**src/sorted_stats_histogram_macros.svh**
```systemverilog
// ----------------------------------------------------------------------------
// sorted_stats_histogram assertion macros
// shared property wrappers, clocked on i_clk and quiet during reset
// ----------------------------------------------------------------------------
`ifndef SORTED_STATS_HISTOGRAM_MACROS_SVH
`define SORTED_STATS_HISTOGRAM_MACROS_SVH

// same-cycle implication
`define SSH_ASSERT_NOW(label, ante, cons, msg) \
    label: assert property (@(posedge i_clk) disable iff (!i_rst_n) (ante) |-> (cons)) \
        else $error(msg);

// next-cycle implication
`define SSH_ASSERT_NEXT(label, ante, cons, msg) \
    label: assert property (@(posedge i_clk) disable iff (!i_rst_n) (ante) |=> (cons)) \
        else $error(msg);

`endif

```
**src/ssh_pkg.sv**
```systemverilog
// ----------------------------------------------------------------------------
// ssh_pkg
// types and constants shared by the sorted statistics histogram
// ----------------------------------------------------------------------------
package ssh_pkg;

    localparam int VAL_W    = 32;
    localparam int CFG_W    = 7;
    localparam int BAR_W    = 5;
    localparam int BAR_2X   = 50;  // twice the bar scale of 25
    localparam int BIN_IX_W = 6;
    localparam int CNT_W    = 11;
    localparam logic [CFG_W-1:0] BINS_RESET = 7'd10;

    typedef struct packed {
        logic signed [VAL_W-1:0] sample_value;
        logic                    set_end;
    } t_sample;

    typedef struct packed {
        logic [BIN_IX_W-1:0]     bin_index;
        logic [CNT_W-1:0]        bin_count;
        logic [BAR_W-1:0]        bar_length;
        logic signed [VAL_W-1:0] median_value;
        logic signed [VAL_W-1:0] minimum_value;
        logic signed [VAL_W-1:0] maximum_value;
        logic [CNT_W-1:0]        total_count;
        logic                    overflow_flag;
        logic                    run_end;
    } t_result;

    // what one cell shows its neighbors
    typedef struct packed {
        logic                    vld;
        logic                    gt;
        logic signed [VAL_W-1:0] val;
    } t_link;

    typedef struct packed {
        logic ld;
        logic sh;
    } t_cell_ctl;

    localparam t_link LINK_HEAD = '{vld: 1'b1, gt: 1'b0, val: '0};
    localparam t_link LINK_TAIL = '{vld: 1'b0, gt: 1'b0, val: '0};

endpackage

```
**src/ssh_bar_div.sv**
```systemverilog
// ----------------------------------------------------------------------------
// ssh_bar_div
// restoring divider for the bar length, one quotient bit per cycle
// ----------------------------------------------------------------------------
module ssh_bar_div
    import ssh_pkg::*;
#(
    parameter int CW = 11
) (
    input  logic              i_clk,
    input  logic              i_rst_n,
    input  logic              i_start,
    input  logic [CW+5:0]     i_num,
    input  logic [CW:0]       i_den,
    output logic              o_done,
    output logic [BAR_W-1:0]  o_q
);

    logic [CW+5:0]          r_rem;
    logic [CW:0]            r_den;
    logic [2:0]             r_i;
    logic                   r_busy;
    logic [BAR_W-1:0]       r_q;
    logic                   r_done;
    logic [CW+5:0]          w_sub;
    logic                   w_fit;

    assign w_sub = (CW+6)'(r_den) << r_i;
    assign w_fit = r_rem >= w_sub;

    always_ff @(posedge i_clk) begin
        if (!i_rst_n) begin
            r_busy <= 1'b0;
            r_done <= 1'b0;
        end else begin
            r_done <= 1'b0;
            if (i_start) begin
                r_busy <= 1'b1;
                r_rem  <= i_num;
                r_den  <= i_den;
                r_i    <= 3'(BAR_W - 1);
                r_q    <= '0;
            end else if (r_busy) begin
                if (w_fit) begin
                    r_rem <= r_rem - w_sub;
                end
                r_q[r_i[2:0]] <= w_fit;
                if (r_i == 3'd0) begin
                    r_busy <= 1'b0;
                    r_done <= 1'b1;
                end else begin
                    r_i <= r_i - 3'd1;
                end
            end
        end
    end

    assign o_done = r_done;
    assign o_q    = r_q;

endmodule

```
**config.mk**
```make
export PLATFORM = sky130hd
export DESIGN_NAME = ssh_bar_div
export DESIGN_NICKNAME = d
export VERILOG_FILES = /design/src/sorted_stats_histogram_macros.svh /design/src/ssh_pkg.sv /design/src/ssh_bar_div.sv
export SDC_FILE = /design/constraint.sdc
export NUM_CORES = 1
export LEC_CHECK = 0
export BUFFER_PORTS_ARGS = -buffer_cell sky130_fd_sc_hd__buf_2
export CAP_MARGIN = 15
export CORE_AREA = 4 4 74 76
export CTS_CLUSTER_DIAMETER = 80
export DETAILED_ROUTE_END_ITERATION = 16
export DIE_AREA = 0 0 78 80
export GPL_ROUTABILITY_DRIVEN = 0
export MAX_ROUTING_LAYER = met4
export PLACE_DENSITY = 0.9
export SETUP_SLACK_MARGIN = 0.3
export SYNTH_ARGS = -nofsm -noshare
export SYNTH_HDL_FRONTEND = slang
export SYNTH_SLANG_ARGS = --single-unit
```
**constraint.sdc**
```tcl
create_clock -name i_clk -period 6.5 [get_ports i_clk]
set_input_delay 1.3 -clock i_clk [delete_from_list [all_inputs] [get_ports i_clk]]
set_output_delay 1.3 -clock i_clk [all_outputs]
set_load 0.01 [all_outputs]
```
==> Word-level counts from Yosys, hierarchy flattened <==
Cells that the tools add are included.
{ "totals": {"out_inout_bits": 6, "mem_bits_ro": 0, "wordCells": 37, "latchBits": 0, "mem_count": 0, "input_bits": 32, "ram_bits": 0, "ff_bits": 39} }
{ "op_classes": {"muxes": 13, "magnitude_cmp": 3, "multipliers": 0, "bitwise_logic": 2, "div": 0, "n_eq_ne": 1, "shifts": 1, "add_sub_neg": 2, "n_reduce_logical": 9} }
{ "op_table": {"columns": ["op", "count"], "rows": [
  ["$mux 17", 3],
  ["$ge 17x17->1", 1],
  ["$shl 12x3->17", 1],
  ["$sub 17x17->17", 1],
  ["$mux 3", 2],
  ["$reduce_and 3->1", 2],
  ["$bwmux 5", 1],
  ["$mux 1", 5],
  ["$mux 5", 1],
  ["$lt 3x4->1 const B", 1],
  ["$reduce_and 2->1", 2],
  ["$reduce_bool 2->1", 2],
  ["$demux 1 s3", 1],
  ["$ge 3x1->1 const B", 1],
  ["$logic_not 3->1", 1],
  ["$reduce_or 3->1", 1],
  ["$sub 3x1->3 const B", 1],
  ["$ne 2x2->1 const B", 1],
  ["$not 1->1", 2],
  ["$logic_and 1x1->1", 1]
]} }

==> Logic depth before layout (Yosys ltp) <==
{ "depth": {"ltp_word": 6, "depth_mapped": 13, "ltp_nobuf": 11} }

==> Worst setup path before layout <==
No wires, ideal clock.
{ "synth_path": {"path_kind": "flip-flop to flip-flop", "startpoint": "register r_i[0]", "endpoint": "register r_rem[0], enable pin", "slack_ns": 2.339, "setup_ns": 0.415, "stages_incl_launch_ff": 12, "t_arrival_ns": 3.747, "period_less_slack_ns": 4.161, "n_path_buf": 2, "path_cell_list": "edfxtp_1 -> buf_2 -> mux4_2 -> a21oi_1 -> ha_1 -> buf_4 -> and3_4 -> nand4_1 -> or4_1 -> nand3_1 -> a31oi_2 -> o21ai_0"} }
{ "synth_between": {"elab_chain_len": 4} }
{ "synth_lines": {"columns": ["element", "line", "rtl"], "rows": [
  ["start, declared", "ssh_bar_div.sv:21", "logic [2:0] r_i;"],
  ["start signal, assigned", "ssh_bar_div.sv:41", "r_i <= 3'(BAR_W - 1);"],
  ["start signal, assigned", "ssh_bar_div.sv:52", "r_i <= r_i - 3'd1;"],
  ["$shl 12x3->17", "ssh_bar_div.sv:28", "assign w_sub = (CW+6)'(r_den) << r_i;"],
  ["$ge 17x17->1", "ssh_bar_div.sv:29", "assign w_fit = r_rem >= w_sub;"],
  ["$reduce_bool 2->1 (no source line)", null, null],
  ["$reduce_and 3->1 (no source line)", null, null],
  ["end signal, assigned", "ssh_bar_div.sv:39", "r_rem <= i_num;"],
  ["end signal, assigned", "ssh_bar_div.sv:45", "r_rem <= r_rem - w_sub;"],
  ["end, declared", "ssh_bar_div.sv:19", "logic [CW+5:0] r_rem;"]
]} }
Every way passes these cells.
A chain may end at the register's enable or synchronous reset.

==> Worst setup path in the final report <==
{ "layout_path": {"startpoint": "register r_i[0]", "endpoint": "register r_rem[1], enable pin"} }
The elaborated chain is that of the path after synthesis.

==> metrics.csv <==
metric,value,unit
grt_start_max_net_pins,41,
cts_hold_buf,0,
hold_viol,0,
cts_resized,0,
synthTopCellsByCount,"37 x edfxtp_1, 32 x nand2_1, 29 x o21ai_0",
yosys_warnings,0,
synth_cells,277,
r2r_cells,11,
final_nets,361,
synth_area_leader_cell,edfxtp_1,
root_buffer,clkbuf_8,
num_rows,25,
crit_type,register to register,
synth_mux_area_share,9.46,%
grt_pass1_vias,2152,
synth_ff_type,edfxtp_1,
cts_made_buffers,5,
syn-num-nets,329,
arrival,4.05,ns
synthToLayoutAreaGrowth,11.1,%
start_util,59.9,%
fin_skew,0.0177,ns
period_needed,4.07,ns
async_flop_share,0,%
synth_edf_count,37,
finalSetupViolations,0,
avgSynthCellArea,10.2,um2
setup_tns,0,ns
min_path_type,register to register,
max_freq,245,MHz
coreArea,4720,um2
critPathMaxFanout,19,
clk_pin_slew,0.07,ns
synth_xor_area_share,3.72,%
synth_top_family_by_area,compound AO/OA/AOI/OAI gates,
critPathSlowestCell,edfxtp_1,
min_path_cells,2,
startpoint_type,register,
drt_iter0_drc,249,
syn-cell-area,2830,um2
finalNonFillerCells,377,
slew_headroom,48.1,%
irDropWorstVdd,0.166,mV
via_per_inst,6.13,
route.detailed.drc,0,
end_kind,register,
die_y,80,um
max_stage_delay,0.86,ns
post_cts.repair.setup_buffers,0,
die_area,6240,um2
io_buffer_count,37,
ant_nets,0,
cts.htree.levels,2,
dr.pass1.iters,5,
required,6.48,ns
worst_slew_pin_slew,0.778,ns
cts_tree,done,
synth.most_common_cell,edfxtp_1,
grt_usage,21.2,%
totalWireLength,6.19,mm
cts_buffer_depth,2,
p_per_area,298,nW/um2
wl_per_cell,16.4,um
vias,2310,
cts.sinks,39,
pin_count,38,
antenna_cells,0,
yosys-top-cells-area,"edfxtp_1 39%, ha_1 8.4%, mux4_2 5.6%",
drive_above_1_share,19.4,%
outcome,"complete, no violations",
placed_cells,369,
p_leak,1.24,nW
drv_slew,0,
max_cap_violations,0,
die_w,78,um
overflow,0,
synthSimpleGateAreaFrac,13.5,%
finalCritPeriodShare,62.7,%
synth_compound_area_share,18.8,%
ys_types,49,
worstPathCellList,inv_1 -> a21oi_1 -> nand2_1 -> ha_1 -> and3_4 -> nand4_1 -> or4_1 -> nand3_1 -> a31oi_2 -> o21ai_1 -> buf_4,
synth_seq_area_share,40.7,%
grt_pass1_wl,10.0,mm
antenna_found_initial,0,
rsz0062_at_grt,false,
ys_ff_latch,39,
fillers,371,
yosysTopAreaCellShare,39.3,%
insertion_delay,0.31,ns
synth_fa_ha_area_share,9.11,%
place_hpwl,4.58,mm
-- cell type report --
class	instances	area, um2	share of cell area, %
sequential	39	1150	36.6
tap	67	83.8	2.67
clock inverter	2	60.1	1.91
timing repair buffer	38	193	6.13
clock buffer	6	72.6	2.31
multi-input combinational	215	1550	49.2
inverter	10	37.5	1.19
-- critical path, delay by kind of cell, from the launching register on --
kind | cells | cell delay [ns]
AOI/OAI and AO/OA | 3 | 0.61
adders and majority gates | 1 | 0.42
buffers and inverters | 2 | 0.62
DFF | 1 | 0.86
and+or+nand+nor | 5 | 1.24
-- layer usage --
metal,share of wire [%],global-route usage [%]
met5,0,-
met4,2.9,7.17
met3,8.7,4.85
met2,46,35.0
met1,42,25.7
-- where the power goes --
group | total (mW) | internal, mW | switching, mW
clock network | 0.241 | 0.153 | 0.0873
registers | 0.342 | 0.317 | 0.0250
logic | 0.356 | 0.150 | 0.205
-- final timing paths --
| kind | startpoint | end | slack [ns] |
|---|---|---|---|
| setup reg to reg | r_i[0]$_SDFFCE_PP0P_ | r_rem[1]$_DFFE_PP_ | 2.43 |
| hold reg to reg | r_busy$_SDFF_PN0_ | o_done$_SDFF_PP0_ | 0.53 |
| hold / removal | r_busy$_SDFF_PN0_ | o_done$_SDFF_PP0_ | 0.53 |
| setup / recovery | r_i[0]$_SDFFCE_PP0P_ | r_rem[1]$_DFFE_PP_ | 2.43 |
-- stage by stage --
| stage | hold slack (ns) | power (mW) | setup WS [ns] | cell area, um2 | utilization (%) |
|---|---|---|---|---|---|
| 2_1_floorplan | 0.476 | 0.619 | 2.34 | 2830 | - |
| 3_3_place_gp | 0.529 | 0.677 | 2.67 | 3010 | 63.7 |
| 3_5_place_dp | 0.524 | 0.691 | 2.54 | 3010 | 63.7 |
| 4_1_cts | 0.540 | 0.932 | 2.49 | 3140 | 66.5 |
| 5_1_grt | 0.578 | 0.995 | 2.23 | 3140 | 66.5 |
| 6_report | 0.534 | 0.938 | 2.43 | 3140 | 66.5 |
-- sequential cells by signal (all words and copies together), names as in the netlist --
name / cells
r_rem: 17
r_den: 12
r_busy: 1
r_i: 3
o_done: 1
o_q: 5
-- cell usage in the layout, fill, tap and decap left out, drive strengths merged, types with 2 or more instances in the layout --
| cell type | netlist | layout |
|---|---|---|
| or3 | 3 | 3 |
| bufinv | 0 | 2 |
| a31oi | 2 | 2 |
| buf | 8 | 38 |
| mux2i | 11 | 11 |
| inv | 9 | 9 |
| o211ai | 3 | 3 |
| xnor2 | 6 | 6 |
| o22ai | 2 | 2 |
| a311oi | 2 | 2 |
| nand2b | 4 | 4 |
| and3 | 3 | 3 |
| o21ai | 30 | 30 |
| o21a | 3 | 3 |
| mux4 | 7 | 7 |
| a21oi | 25 | 25 |
| xor2 | 6 | 6 |
| o31ai | 2 | 2 |
| nor3 | 8 | 8 |
| nor2b | 4 | 4 |
| nand2 | 32 | 32 |
| nand4 | 3 | 3 |
| a211oi | 9 | 9 |
| ha | 19 | 19 |
| edfxtp | 37 | 37 |
| nor2 | 10 | 10 |
| dfxtp | 2 | 2 |
| nand3 | 7 | 7 |
| clkbuf | 5 | 6 |
-- logic make-up after synthesis --
| kind of cell | Yosys count |
|---|---|
| AO/OA/AOI/OAI | 86 |
| AND/OR/NAND/NOR | 79 |
| flip-flops | 39 |
| buffers and inverters | 23 |
| adder cells (fa/ha/maj) | 20 |
| multiplexers | 18 |
| XOR/XNOR | 12 |
(Power assumes the default switching activity.)
