--- src/sorted_stats_histogram_macros.svh ---
// ----------------------------------------------------------------------------
// sorted_stats_histogram assertion macros
// shared property wrappers, clocked on i_clk and quiet during reset
// ----------------------------------------------------------------------------
`ifndef SORTED_STATS_HISTOGRAM_MACROS_SVH
`define SORTED_STATS_HISTOGRAM_MACROS_SVH

// same-cycle implication
`define SSH_ASSERT_NOW(label, ante, cons, msg) \
    label: assert property (@(posedge i_clk) disable iff (!i_rst_n) (ante) |-> (cons)) \
        else $error(msg);

// next-cycle implication
`define SSH_ASSERT_NEXT(label, ante, cons, msg) \
    label: assert property (@(posedge i_clk) disable iff (!i_rst_n) (ante) |=> (cons)) \
        else $error(msg);

`endif

--- src/ssh_pkg.sv ---
// ----------------------------------------------------------------------------
// ssh_pkg
// types and constants shared by the sorted statistics histogram
// ----------------------------------------------------------------------------
package ssh_pkg;

    localparam int VAL_W    = 32;
    localparam int CFG_W    = 7;
    localparam int BAR_W    = 5;
    localparam int BAR_2X   = 50;  // twice the bar scale of 25
    localparam int BIN_IX_W = 6;
    localparam int CNT_W    = 11;
    localparam logic [CFG_W-1:0] BINS_RESET = 7'd10;

    typedef struct packed {
        logic signed [VAL_W-1:0] sample_value;
        logic                    set_end;
    } t_sample;

    typedef struct packed {
        logic [BIN_IX_W-1:0]     bin_index;
        logic [CNT_W-1:0]        bin_count;
        logic [BAR_W-1:0]        bar_length;
        logic signed [VAL_W-1:0] median_value;
        logic signed [VAL_W-1:0] minimum_value;
        logic signed [VAL_W-1:0] maximum_value;
        logic [CNT_W-1:0]        total_count;
        logic                    overflow_flag;
        logic                    run_end;
    } t_result;

    // what one cell shows its neighbors
    typedef struct packed {
        logic                    vld;
        logic                    gt;
        logic signed [VAL_W-1:0] val;
    } t_link;

    typedef struct packed {
        logic ld;
        logic sh;
    } t_cell_ctl;

    localparam t_link LINK_HEAD = '{vld: 1'b1, gt: 1'b0, val: '0};
    localparam t_link LINK_TAIL = '{vld: 1'b0, gt: 1'b0, val: '0};

endpackage

--- src/ssh_cell.sv ---
// ----------------------------------------------------------------------------
// ssh_cell
// one slot of the insertion sorting chain, also drains toward the head
// ----------------------------------------------------------------------------
module ssh_cell
    import ssh_pkg::*;
(
    input  logic                    i_clk,
    input  logic                    i_rst_n,
    input  t_cell_ctl               i_ctl,
    input  logic signed [VAL_W-1:0] i_val,
    input  t_link                   i_left,
    input  t_link                   i_right,
    output t_link                   o_link
);

    logic                    r_vld;
    logic signed [VAL_W-1:0] r_val;
    logic                    w_gt;
    logic                    w_take;

    assign w_gt   = r_vld && (r_val > i_val);
    // occupied and larger: shift; empty with filled left: append
    assign w_take = r_vld ? w_gt : i_left.vld;

    always_ff @(posedge i_clk) begin
        if (!i_rst_n) begin
            r_vld <= 1'b0;
        end else if (i_ctl.sh) begin
            r_vld <= i_right.vld;
        end else if (i_ctl.ld && w_take) begin
            r_vld <= 1'b1;
        end
    end

    always_ff @(posedge i_clk) begin
        if (i_ctl.sh) begin
            r_val <= i_right.val;
        end else if (i_ctl.ld && w_take) begin
            r_val <= i_left.gt ? i_left.val : i_val;
        end
    end

    assign o_link = '{vld: r_vld, gt: w_gt, val: r_val};

endmodule

--- config.mk ---
export PLATFORM = sky130hd
export DESIGN_NAME = ssh_cell
export DESIGN_NICKNAME = d
export VERILOG_FILES = /design/src/sorted_stats_histogram_macros.svh /design/src/ssh_pkg.sv /design/src/ssh_cell.sv
export SDC_FILE = /design/constraint.sdc
export NUM_CORES = 1
export LEC_CHECK = 0
export ABC_AREA = 1
export BUFFER_PORTS_ARGS = -buffer_cell sky130_fd_sc_hd__buf_4
export CAP_MARGIN = 20
export CORE_UTILIZATION = 46
export CTS_CLUSTER_DIAMETER = 40
export DETAILED_ROUTE_END_ITERATION = 10
export PLACE_DENSITY_LB_ADDON = 0.25
export SYNTH_ARGS = -nofsm -noshare
export SYNTH_HDL_FRONTEND = slang
export SYNTH_SLANG_ARGS = --single-unit
--- constraint.sdc ---
create_clock -name i_clk -period 3.4 [get_ports i_clk]
set_input_delay 0 -clock i_clk [delete_from_list [all_inputs] [get_ports i_clk]]
set_output_delay 0 -clock i_clk [all_outputs]
set_load 0.03 [all_outputs]
### Word level (Yosys, flattened, before mapping)

Cells that the tools add are included.

* bits in registers: 33
* bits of input ports: 104
* output and inout bits: 34
* word-level logic and storage cells: 12

* order comparisons: 1
* muxes and demuxes: 6
* reduce and logical (&&, ||, !) cells: 3

Operators with widths (number)
* 2-to-1 mux 32 bit: 3
* > comparator 32 bit: 1
* 2-to-1 mux 1 bit: 3
* logical AND 1 bit: 2
* nonzero test 2 bit: 1

### Depth between registers and ports, before layout

Gate-level depths: netlist of run 1.

* depth after elaboration: 6
* gate-level depth with buffers: 18
* gate-level depth less buffers: 18

### Worst setup path before layout of run 1

No wires, ideal clock.

* path type: register to register
* start point: reg r_val[31]
* end point: reg r_val[0] (enable)
* library setup time: 0.390 ns
* arrival time: 2.338 ns
* data required time: 3.010 ns
* setup slack: 0.673 ns
* stages on the path, launching flop included: 12
* path buffers: 0
* clock period less this slack: 2.727 ns
* path through: edfxtp_1 > ha_1 > nand2_1 > nor2_2 > nand2_2 > nor3b_2 > nand2_1 > nand3_1 > nand3_2 > nand2_1 > nand2_1 > nand2_1

* cells in the longest elaborated chain, start to end: 5

RTL lines
* from (decl): line ssh_cell.sv:18 `logic signed [VAL_W-1:0] r_val;`
* from (signal assigned): line ssh_cell.sv:38 `r_val <= i_right.val;`
* from (signal assigned): line ssh_cell.sv:40 `r_val <= i_left.gt ? i_left.val : i_val;`
* > comparator 32 bit: line ssh_cell.sv:22 `assign w_gt = r_vld && (r_val > i_val);`
* logical AND 1 bit: line ssh_cell.sv:22
* 2-to-1 mux 1 bit: line ssh_cell.sv:24 `assign w_take = r_vld ? w_gt : i_left.vld;`
* logical AND 1 bit: line ssh_cell.sv:39 `end else if (i_ctl.ld && w_take) begin`
* nonzero test 2 bit (no line)

No other way between the ends.
A chain may end at the register's enable or synchronous reset.

### Worst setup path after layout of run 1

* start point: reg r_val[31]
* end point: reg r_val[16] (enable)

The elaborated chain is that of the path after synthesis.

==> impl_metrics.py, run 1 <==
metrics = {
    "status": {
        "violations": "negative hold slack",
        "status": "finished, violations left",
    },
    "global_route": {
        "grt_pass1_wl_mm": 11.6,
        "grt_use_total_pct": 24.2,
        "antenna_found_initial": 0,
        "grt_max_degree": 64,
        "grt_overflow_total": 0,
        "grt_pass1_vias": 2601,
    },
    "sta": {
        "period_minus_slack_ns": 2.33,
        "setup_tns_ns": 0,
        "hold_viol": 1,
        "grt_setup_unrepaired": "false",
        "period_share_pct": 68.6,
        "clock.fmax_ghz": 0.429,
        "setup_viol": 0,
        "worst_hold_slack_ns": -0.000985,
        "worstMarginPinSlew_ns": 0.976,
        "clock_skew_ns": 0.0107,
        "max_slew_margin_pct": 34.8,
        "drv_slew": 0,
    },
    "layout": {
        "drive_above_1_share_pct": 32.4,
        "syn_to_final_growth_pct": 53.5,
        "final_cells": 533,
        "diodes": 0,
        "fin_nets": 598,
        "final_area_mm2": 0.00399,
    },
    "synthesis": {
        "ys_ff_latch": 33,
        "synth.cell_area_mm2": 0.00260,
        "synth_warnings": 0,
        "synth_commonest_cells": "nand2_1 (71), inv_1 (45), edfxtp_1 (32), ha_1 (32), o21a_1 (31)",
        "synth_edf_count": 32,
        "synth_area_leaders": "edfxtp_1 (37%), ha_1 (15%), nand2_1 (10%), o21a_1 (9.0%), o211ai_1 (8.4%)",
        "syn-instance-count": 307,
        "ys_seq_area_share_pct": 37.8,
        "postSynthAreaPerCell_um2": 8.46,
        "yosys.cell_types.count": 24,
        "synth_nets": 443,
        "synth_top_area_share_pct": 37.0,
        "synthFlopType": "edfxtp_1",
        "synthArstFlopShare_pct": 0,
        "synth_most_common_cell": "nand2_1",
        "yosys.area.top_type": "edfxtp_1",
    },
    "setup_path": {
        "start_kind": "register",
        "path_cells": "ha_1, nand2_1, nor2_2, nand2_2, nor3b_2, nand2_1, nand3_1, nand3_2, nand2_1, nand2_1, nand2_1, buf_4",
        "worst-endpoint-required_ns": 3.35,
        "rrSetupSlack_ns": 1.07,
        "critical_path_class": "register to register",
        "critPathMaxStageDelay_ns": 0.39,
        "cpMostUsedCell": "nand2_1",
        "crit_arrival_ns": 2.29,
        "path_delay_family": "simple AND/OR/NAND/NOR gates",
        "end_kind": "register",
        "slowest_stage": "edfxtp_1",
        "cp_max_fo": 20,
        "critPathBufInv": 1,
    },
    "floorplanning": {
        "start_util_pct": 49.3,
        "core-area_mm2": 0.00527,
        "dieArea_mm2": 0.00595,
        "fp.dieH_um": 77.1,
        "rows": 26,
        "die_w_um": 77.1,
        "pin_count": 138,
    },
    "clock_tree": {
        "tritoncts": "done",
        "clkLatencyLatePin_ns": 0.28,
        "htree_levels": 2,
        "clkSlewWorstSetupHoldPaths_ns": 0.08,
        "cts_root_buffer": "clkbuf_8",
        "clock_sinks": 33,
        "clockBufferDepth": 2,
        "numCtsBuffers": 5,
    },
    "power_and_ir_drop": {
        "p_per_area_mw_per_mm2": 325,
        "ir_worst_vdd_uv": 243,
        "p_leak_uw": 0.00197,
        "finalPower_uw": 1300,
    },
    "detailed_routing": {
        "routed_wl_mm": 7.05,
        "wl_per_cell_um": 13.2,
        "num_vias": 2645,
        "vias_per_cell": 4.96,
        "drt-initial-drc-count": 80,
        "antenna_left": 0,
        "drtPass1Iterations": 4,
        "drc": 0,
    },
    "placement": {
        "placedInstanceArea_mm2": 0.00365,
        "dp.cells": 500,
        "dp_hpwl_mm": 5.04,
        "gp_congestion": 0.799,
        "port_buffers": 136,
    },
    "worst_hold_path": {
        "hold_path.class": "input port to register",
    },
    "flow_run": {
        "cap_violations": 0,
    },
}
registers in the layout, indices dropped and copies added (netlist names):
signal  count
r_vld       1
r_val      32
through the flow:
step | hold WS (ns) | utilization [%] | worst slack [ns]
after floorplan | 0.121 | - | 0.673
after global placement | 0.241 | 69.3 | 1.14
after detailed placement | 0.250 | 69.3 | 1.07
after CTS | 0.00142 | 75.3 | 1.06
after global routing | 0.00173 | 75.6 | 0.874
final | -0.000985 | 75.6 | 1.07
kinds of logic after synthesis:
group | count (synthesis) | share of synthesized area [%]
fa+ha+maj | 32 | 15.4
flops | 33 | 37.8
buf+inv | 62 | 9.30
compound gates | 85 | 22.4
simple gates | 95 | 15.1
power by group:
group | internal (uW) | total, uW | leakage, uW | switching (uW)
clock network | 138 | 285 | 0.0000430 | 147
registers | 497 | 518 | 0.000324 | 21.1
logic | 235 | 492 | 0.00161 | 257
total | 870 | 1300 | 0.00197 | 425
placed cells by master, fill, tap and decap left out, types with 2 or more instances in the layout:
cell type,count
o21a_1,31
a21oi_1,20
clkinv_1,3
nand4_1,2
o21ai_0,3
o211ai_1,29
nor2_1,12
inv_1,45
nor2_2,2
buf_4,138
nand3_1,4
ha_1,32
clkbuf_8,5
nand2_1,71
dlygate4sd3_1,25
edfxtp_1,32
metal layers:
layer	wire length (um)	vias to the layer above	GRT usage (%)	part of all wire [%]
met5	0	-	0	0
met4	95	0	6.98	1.3
met3	515	9	5.48	7.3
met2	3600	104	44.9	51
met1	2840	1168	27.3	40
li1	-	1364	-	-
cell type report:
| class | count | area, um2 |
|---|---|---|
| clock buffers | 5 | 68.8 |
| flip-flops and latches | 33 | 981 |
| clock inverters | 3 | 12.5 |
| well taps | 70 | 87.6 |
| repair buffers | 163 | 1290 |
| fillers | 414 | 1280 |
| inverters | 47 | 176 |
| multi-input cells | 212 | 1370 |
path summary, 6_finish.rpt:
path	start	end	cells past startpoint
worst max-delay path	r_val[31]	r_val[16]	12
worst min-delay path	i_right[7]	r_val[7]	2
worst max register to register	r_val[31]	r_val[16]	12
worst min register to register	r_vld	r_val[6]	6
what timing repair did:
action | CTS | global route
hold endpoints to repair | 21 | 2
hold buffers | 23 | 2
resized for setup | 0 | 0
endpoints found under the setup margin | 0 | 0
buffers inserted | 0 | 0
(Power assumes the default switching activity.)
==> run 2, diff against run 1 <==
--- a/config.mk
+++ b/config.mk
@@ -5,10 +5,10 @@
 export SDC_FILE = /design/constraint.sdc
 export NUM_CORES = 1
 export LEC_CHECK = 0
-export ABC_AREA = 1
+export ABC_AREA = 0
 export BUFFER_PORTS_ARGS = -buffer_cell sky130_fd_sc_hd__buf_4
 export CAP_MARGIN = 20
-export CORE_UTILIZATION = 46
+export CORE_UTILIZATION = 45
 export CTS_CLUSTER_DIAMETER = 40
 export DETAILED_ROUTE_END_ITERATION = 10
 export PLACE_DENSITY_LB_ADDON = 0.25
==> constraint.sdc (replaced) <==
create_clock -name i_clk -period 2.3 [get_ports i_clk]
set_input_delay 0 -clock i_clk [delete_from_list [all_inputs] [get_ports i_clk]]
set_output_delay 0 -clock i_clk [all_outputs]
set_load 0.03 [all_outputs]
==> run 2 against run 1 <==
Against the previous run:
- the run ends with negative hold slack, negative setup slack left
- register-to-register slack got worse by 1.0 ns
- flip-flop and latch count unchanged
- global-route usage increased by 1.2 points
- sequential share of layout area decreased by 1.3 points
- non-clock buffer count unchanged
- die area increased by 0.19%
- routed wire length increased by 4.7%
- design area increased by 5.6%
- cell count decreased by 6.2%
- setup slack got worse by 1.1 ns
- largest cell class unchanged
- largest power group is now combinational logic
- highest routed layer unchanged
==> impl_metrics.py, run 2 <==
metrics = {
    "detailed_routing": {
        "wl_per_cell_um": 14.7,
        "drt-initial-drc-count": 87,
        "drc": 0,
        "drtPass1Iterations": 4,
        "routed_wl_mm": 7.37,
        "vias_per_cell": 5.13,
        "num_vias": 2567,
        "antenna_left": 0,
    },
    "worst_hold_path": {
        "hold_path.class": "input port to register",
        "worstHoldStart": "i_right[8]",
        "whs_path_depth": 3,
        "hold_end": "r_val[8]",
    },
    "clock_tree": {
        "clockBufferDepth": 2,
        "cts_root_buffer": "clkbuf_8",
        "tritoncts": "done",
        "clkSlewWorstSetupHoldPaths_ns": 0.07,
        "clkLatencyLatePin_ns": 0.29,
        "htree_levels": 2,
        "numCtsBuffers": 5,
        "clock_sinks": 33,
    },
    "setup_path": {
        "worst-endpoint-required_ns": 2.30,
        "r2r-end": "r_val[29]",
        "crit_arrival_ns": 2.33,
        "critical_path_class": "register to primary output",
        "start_kind": "register",
        "path_cells": "ha_1, nand4_1, nor3_1, a22oi_1, o211ai_1, or3_1, a21boi_2, buf_6",
        "reg2reg_from": "r_val[7]",
        "rrSetupSlack_ns": 0.03,
        "r2r_cells": 8,
        "slowest_stage": "or3_1",
        "critPathMaxStageDelay_ns": 0.41,
        "end_kind": "primary output",
        "cp_max_fo": 2,
    },
    "floorplanning": {
        "fp.dieH_um": 77.2,
        "rows": 27,
        "start_util_pct": 46.5,
        "core-area_mm2": 0.00547,
        "pin_count": 138,
        "dieArea_mm2": 0.00596,
        "die_w_um": 77.2,
    },
    "synthesis": {
        "synth_xor_area_share_pct": 0,
        "ys_ff_latch": 33,
        "synth_nets": 407,
        "yosys.area.top_type": "edfxtp_1",
        "synth_top_family_by_area": "adder cells",
        "synth_edf_count": 32,
        "postSynthAreaPerCell_um2": 9.39,
        "syn-instance-count": 271,
        "synth_area_leaders": "edfxtp_1 (38%), ha_1 (16%), mux2i_1 (13%), o21ai_0 (7.5%), nand2_1 (6.3%)",
        "synthArstFlopShare_pct": 0,
        "synth_commonest_cells": "nand2_1 (43), o21ai_0 (38), inv_1 (34)",
        "ys_seq_area_share_pct": 38.5,
        "synth_most_common_cell": "nand2_1",
        "muxShareOfSynthArea_pct": 12.6,
        "synth_warnings": 0,
        "synthFlopType": "edfxtp_1",
        "synth.cell_area_mm2": 0.00254,
        "synthAdderAreaFrac_pct": 15.7,
        "synth_compound_area_share_pct": 14.1,
        "synth_top_area_share_pct": 37.8,
        "synthSimpleGateAreaFrac_pct": 11.7,
        "yosys.cell_types.count": 31,
    },
    "layout": {
        "final_cells": 500,
        "drive_above_1_share_pct": 44.9,
        "layout_common_cells": "buf_4 (149), nand2_1 (42), o21ai_0 (36)",
        "syn_to_final_growth_pct": 65.4,
        "fin_nets": 564,
        "max_flop_register": "r_val",
        "diodes": 0,
        "fillers": 392,
        "largest_reg_flops": 32,
        "largestRegisters": "r_val (32), r_vld (1)",
        "final_common_cell": "buf_4",
    },
    "global_route": {
        "grt_use_total_pct": 25.3,
        "antenna_found_initial": 0,
        "grt_pass1_vias": 2643,
        "grt_max_degree": 67,
        "grt_overflow_total": 0,
        "grt_pass1_wl_mm": 11.8,
    },
    "sta": {
        "period_share_pct": 101,
        "worstMarginPinSlew_ns": 0.580,
        "setup_viol": 1,
        "grt_setup_unrepaired": "true",
        "setup_tns_ns": -0.0277,
        "clock.fmax_ghz": 0.430,
        "drv_slew": 0,
        "hold_viol": 2,
        "setup_slack_ns": -0.0277,
        "max_slew_margin_pct": 61.3,
        "period_minus_slack_ns": 2.33,
        "clock_skew_ns": 0.00415,
        "worst_hold_slack_ns": -0.000890,
    },
    "flow_run": {
        "cap_violations": 0,
    },
    "placement": {
        "gp_congestion": 0.745,
        "dp.cells": 469,
        "place_worst_setup_slack_ns": 0.0178,
        "port_buffers": 136,
        "dp_hpwl_mm": 5.42,
    },
    "status": {
        "violations": "negative hold slack, negative setup slack",
        "status": "finished, violations left",
    },
    "power_and_ir_drop": {
        "p_per_area_mw_per_mm2": 493,
        "p_leak_uw": 0.00201,
        "ir_worst_vdd_uv": 287,
    },
}
==> run 2: cell types whose count changed after synthesis, sizes merged, moves of 12 or more <==
cell | before | now
inv | 46 | 34
mux2i | 0 | 32
nand2 | 72 | 43
o211ai | 29 | 2
o21a | 31 | 0
o21ai | 3 | 38
==> run 2: where the power goes <==
part	internal, uW	leakage (uW)	switching [uW]	total (uW)
combinational	434	0.00164	436	870
sequential	744	0.000333	47.8	792
clock	204	0.0000387	210	414
total	1380	0.00201	693	2070
==> run 2: kinds of logic after synthesis <==
kind of cell	count (synthesis)
compound gates	63
fa+ha+maj	32
buf+inv	47
flops	33
mux	32
simple gates	64
==> run 2: worst max path at each step <==
| stage | from | to | slack [ns] | cells past startpoint |
|---|---|---|---|---|
| floorplan | r_val[10] | r_val[0] | -0.05 | 7 |
| global placement | r_val[23] | r_val[14] | 0.05 | 8 |
| finish | r_val[21] | o_link[32] | -0.03 | 8 |
| detailed placement | r_val[23] | r_val[13] | 0.02 | 8 |
| CTS | r_val[8] | o_link[32] | -0.02 | 8 |
| global route | r_val[28] | o_link[32] | -0.13 | 8 |
==> run 2: metal layers <==
metal  vias up  share of wire (%)  global-route usage (%)
li1       1279                  -                       -
met1      1177                 39                    27.8
met2       102                 53                    46.4
met3         9                6.9                    7.62
met4         0                1.2                    7.74
met5         -                  0                       0
==> run 2: repair_timing <==
item,CTS,global route
endpoints found under the hold margin,9,0
setup endpoints to repair,1,33
cloned,0,2
resized for setup,12,15
hold buffers,9,0
setup buffers,7,6
pin swaps,8,16
==> run 2: layout make-up <==
| cell class | count | area (um2) | share of cell area, % |
|---|---|---|---|
| multi-input cells | 191 | 1640 | 38.9 |
| repair buffers | 163 | 1300 | 30.8 |
| flip-flops and latches | 33 | 981 | 23.3 |
| inverters | 34 | 128 | 3.03 |
| well taps | 72 | 90.1 | 2.14 |
| clock buffers | 6 | 72.6 | 1.72 |
| clock inverters | 1 | 3.75 | 0.0892 |
==> run 2: critical path, delay by kind of cell (launching register included) <==
kind	cells	cell delay [ns]
AND/OR/NAND/NOR	3	0.66
AO/OA/AOI/OAI	3	0.53
flip-flops	1	0.40
adder cells (fa/ha/maj)	1	0.31
buffers and inverters	1	0.15
==> run 2: stage by stage <==
step	total power, uW	cell area (um2)	util [%]
floorplan	1200	2600	-
global placement	1510	3700	67.5
detailed placement	1540	3700	67.5
CTS	2020	3990	73.0
global route	2190	4210	76.9
finish	2070	4210	76.9
